## src/sv/ogr_cell_alu.sv

```systemverilog
`timescale 1ns / 1ps
`default_nettype none
// saturating add of a step to a cell value
module ogr_cell_alu (
    input  wire logic signed [7:0] old_value,
    input  wire logic signed [5:0] step,
    input  wire logic signed [7:0] log_min,
    input  wire logic        [6:0] log_max,
    output logic signed      [7:0] new_value
);
    logic signed [9:0] sum;
    logic signed [9:0] lo;

    always_comb
    begin
        sum = 10'(old_value) + 10'(step);
        lo  = (sum < 10'(log_min)) ? 10'(log_min) : sum;
        if (lo > $signed({3'b000, log_max}))
        begin
            new_value = $signed({1'b0, log_max});
        end
        else
        begin
            new_value = lo[7:0];
        end
    end
endmodule
`default_nettype wire

```

## config.mk

```make
export PLATFORM = sky130hd
export DESIGN_NAME = ogr_cell_alu
export DESIGN_NICKNAME = d
export VERILOG_FILES = /design/src/sv/ogr_cell_alu.sv
export SDC_FILE = /design/constraint.sdc
export NUM_CORES = 1
export LEC_CHECK = 0
export BUFFER_PORTS_ARGS = -buffer_cell sky130_fd_sc_hd__buf_4
export CAP_MARGIN = 20
export CORE_MARGIN = 5
export CORE_UTILIZATION = 45
export DETAILED_ROUTE_END_ITERATION = 7
export GPL_TIMING_DRIVEN = 0
export MAX_ROUTING_LAYER = met4
export PLACE_DENSITY = 0.74
export SLEW_MARGIN = 20
export SYNTH_ARGS = -nofsm -noshare
export SYNTH_HDL_FRONTEND = slang
export SYNTH_SLANG_ARGS = --single-unit
```

## constraint.sdc

```tcl
create_clock -name vclk -period 5.3
set_input_delay 0 -clock vclk [all_inputs]
set_output_delay 0 -clock vclk [all_outputs]
set_load 0.01 [all_outputs]
```

### After elaboration in Yosys (flattened, before gate mapping)

Index checks and enable logic that the tools add are counted.

* memory bits (writable): 0
* output and inout bits: 8
* bits in latches: 0
* flip-flop bits (word level): 0
* input bits: 29
* memory bits (read-only): 0
* memories kept: 0

* equal/unequal tests: 0
* multiplexer cells: 2
* multiply operators: 0
* add/subtract/negate cells: 1
* reductions and logical operators: 0
* $lt $le $gt $ge: 2
* bitwise logic cells: 0
* divide/modulo/power cells: 0
* shifts and indexed selects: 0

Operator list (count)
* greater-than comparator 10 x 8 -> 1 bit: 1
* 2-to-1 mux 10 bit: 1
* adder 8 x 6 -> 9 bit: 1
* less-than comparator 9 x 8 -> 1 bit: 1
* 2-to-1 mux 8 bit: 1

### Depth between registers and ports, before layout

* depth in word-level cells: 5
* depth in mapped cells: 22
* mapped depth without buffers: 21

### Least setup slack after synthesis

OpenSTA, ideal clock, no wires.

* path type: input to output
* start: input port old_value[0]
* end: output port new_value[0]
* setup slack: 0.978 ns
* arrival: 4.322 ns
* stages: 18
* cell sequence: ha_1 -> fa_1 -> a21oi_1 -> o21ai_0 -> a21oi_1 -> xor2_1 -> inv_1 -> ha_1 -> nand3_1 -> o31ai_2 -> o21ai_0 -> ha_1 -> a21oi_1 -> a21boi_0 -> o41ai_2 -> a221oi_4 -> mux2_4 -> a221oi_1

* cells in the longest elaborated chain, start to end: 5

RTL lines
* start, declared: RTL line 5 `input wire logic signed [7:0] old_value,`
* adder 8 x 6 -> 9 bit (*): RTL line 16 `sum = 10'(old_value) + 10'(step);`
* less-than comparator 9 x 8 -> 1 bit: RTL line 17 `lo = (sum < 10'(log_min)) ? 10'(log_min) : sum;`
* 2-to-1 mux 10 bit (*): RTL line 17
* greater-than comparator 10 x 8 -> 1 bit: RTL line 18 `if (lo > $signed({3'b000, log_max}))`
* 2-to-1 mux 8 bit (*): RTL line 18
* end, declared: RTL line 9 `output logic signed [7:0] new_value`

Every way passes the cells marked *; elsewhere a longest branch is shown, timed or not.

### Worst setup path in the final report

* start: input port old_value[0]
* end: output port new_value[3]

Same word-level chain as after synthesis.

==> results.sh <==
export IMPL_drt_iter0_drc=14
export IMPL_crit_type="in2out"
export IMPL_netlist_cell_type_count=38
export IMPL_p_leak_nw=0.708
export IMPL_grt_max_degree=11
export IMPL_syn_mean_instance_area_um2=7.40
export IMPL_max_slew_margin_pct=66.6
export IMPL_vias=1091
export IMPL_ant_nets=0
export IMPL_fin_nets=227
export IMPL_synth_area_leaders="ha_1 29%, inv_1 9.5%, o21ai_0 5.1%"
export IMPL_antenna_found_initial=0
export IMPL_layout_common_cells="39 x buf_4, 25 x inv_1, 23 x ha_1, 10 x o21ai_0, 8 x nand2_1"
export IMPL_port_buffers=37
export IMPL_final_max_slew_viol_count=0
export IMPL_io_pins=37
export IMPL_cp_num_buf_inv=4
export IMPL_crit_chain="buf_4 > ha_1 > fa_1 > a21oi_1 > o21ai_0 > a21oi_2 > xor2_1 > inv_1 > ha_1 > a211oi_1 > o211ai_1 > o21ai_0 > o31a_1 > buf_2 > nor2_1 > a21oi_1 > ha_1 > nand4_1 > a21oi_1 > o41ai_4 > a221oi_4 > mux2_4 > a221o_1 > buf_4"
export IMPL_area_growth_pct=35.7
export IMPL_p_sw_share_pct=51.8
export IMPL_grt_pass1_vias=1084
export IMPL_fin_hold_ws_ns=0.325
export IMPL_synth_cell_area_um2=985
export IMPL_cp_slowest_cell="fa_1"
export IMPL_routed_via_density=5.46
export IMPL_synth_yosys_seq_area_share_pct=0
export IMPL_wl_um=2570
export IMPL_status="finished, final reports clean"
export IMPL_combinationalPowerShare_pct=100.0
export IMPL_drv_cap=0
export IMPL_p_per_area_nw_per_um2=258
export IMPL_setup_tns_ns=0
export IMPL_flops_and_latches=0
export IMPL_fp_dieArea_um2=3220
export IMPL_finalInstanceArea_um2=1340
export IMPL_cp_top_family="compound AO/OA/AOI/OAI gates"
export IMPL_die_h_um=56.8
export IMPL_grt_first_pass_wirelength_um=4360
export IMPL_post_route_min_period_ns=5.01
export IMPL_cp_required_ns=5.30
export IMPL_pwr_share_clk_pct=0
export IMPL_total_power_mw=0.345
export IMPL_cpPeakStageDelay_ns=0.42
export IMPL_hold_buffers=0
export IMPL_hold_depth=3
export IMPL_register_area_um2=0
export IMPL_final_period_utilization_pct=94.6
export IMPL_dpl_cell_area_um2=1300
export IMPL_fmax_mhz=199
export IMPL_tightest_slew_ns=0.497
export IMPL_avgRoutedWirePerCell_um=12.8
export IMPL_synth_nets=186
export IMPL_die_width_um=56.8
export IMPL_post_route_drc_count=0
export IMPL_yosys_warnings=0
export IMPL_internal_power_mw=0.166
export IMPL_power_switching_mw=0.179
export IMPL_core_um2=2150
export IMPL_arrival_ns=5.01
export IMPL_crit_path_start="old_value[0]"
export IMPL_critical_path_max_fanout=10
export IMPL_setup_viol=0
export IMPL_final_common_cell="buf_4"
export IMPL_clock_buffer_count=0
export IMPL_hold_viol=0
export IMPL_start_util_pct=45.8
export IMPL_num_rows=17
export IMPL_ir_worst_vdd_mv=0.139
export IMPL_worstHoldStart="log_max[5]"
export IMPL_hp_class="in2out"
export IMPL_end_kind="primary output"
export IMPL_p_seq_share_pct=0
export IMPL_min_to="new_value[5]"
export IMPL_grt_ovfl_total=0
export IMPL_grt_use_total_pct=16.3
export IMPL_dp_hpwl_um=2230
export IMPL_globalplace_congestion=0.820
export IMPL_cp_start_kind="input port"
export IMPL_yosysTopAreaCell="ha_1"
export IMPL_synth_top_area_share_pct=29.2
export IMPL_syn_inst=133
export IMPL_diodes=0
export IMPL_drive_gt1_share_pct=28.5
export IMPL_first_pass_iters=4
==> power by group through the flow <==
stage	sequential, mW	clock [mW]	combinational, mW
after floorplan	0	0	0.217
after global placement	0	0	0.315
after detailed placement	0	0	0.322
after CTS	0	0	0.324
after global routing	0	0	0.383
final	0	0	0.345
==> final cells by class <==
cell class                 instances  area, um2
inverter                          25       93.8
multi-input combinational        107        910
buffer                             1       5.00
tap                               28       35.0
timing repair buffer              39        293
fill                             194        812
==> cells in the mapped netlist, types with 2 or more instances <==
library cell	count
nand2b_1	3
nand3_1	3
o21ai_0	10
xor2_1	2
xnor2_1	3
a21oi_1	8
nor3_1	7
a221oi_1	3
a211oi_1	2
ha_1	23
a21o_1	3
a221o_1	4
nand2_1	8
inv_1	25
nor2_1	6
==> worst max-delay path by stage <==
stage | end | slack (ns) | depth (start not counted)
6_report | new_value[3] | 0.29 | 24
3_3_place_gp | new_value[3] | 0.21 | 20
5_1_grt | new_value[1] | -0.10 | 24
4_1_cts | new_value[3] | 0.20 | 20
2_1_floorplan | new_value[0] | 0.98 | 18
3_5_place_dp | new_value[3] | 0.23 | 20
==> per-stage QoR <==
step,setup WS (ns),cells,utilization [%]
CTS,0.202,198,60.4
detailed placement,0.226,198,60.4
floorplan,0.978,133,-
finish,0.286,200,62.2
global route,-0.101,200,62.2
global placement,0.209,198,60.4
==> timing repair <==
item	4_1_cts	5_1_grt
buffers inserted	0	2
endpoints found under the hold margin	0	0
endpoints found under the setup margin	0	7
resized for setup	0	3
==> logic make-up after synthesis <==
family | after synthesis | share of synthesized area [%]
compound gates | 46 | 37.5
simple gates | 30 | 14.2
fa+ha+maj | 24 | 31.3
mux | 2 | 2.54
xor+xnor | 5 | 4.45
buf+inv | 26 | 10.0
==> routing by layer <==
layer	share of wire (%)	up-vias	track usage, %	routed length (um)
met5	0	-	-	0
met4	1.0	0	2.32	26
met3	4.2	4	1.38	109
met2	49	28	29.4	1250
met1	46	487	20.0	1180
li1	-	572	-	-
No activity file was read; power rests on OpenSTA's default activity.
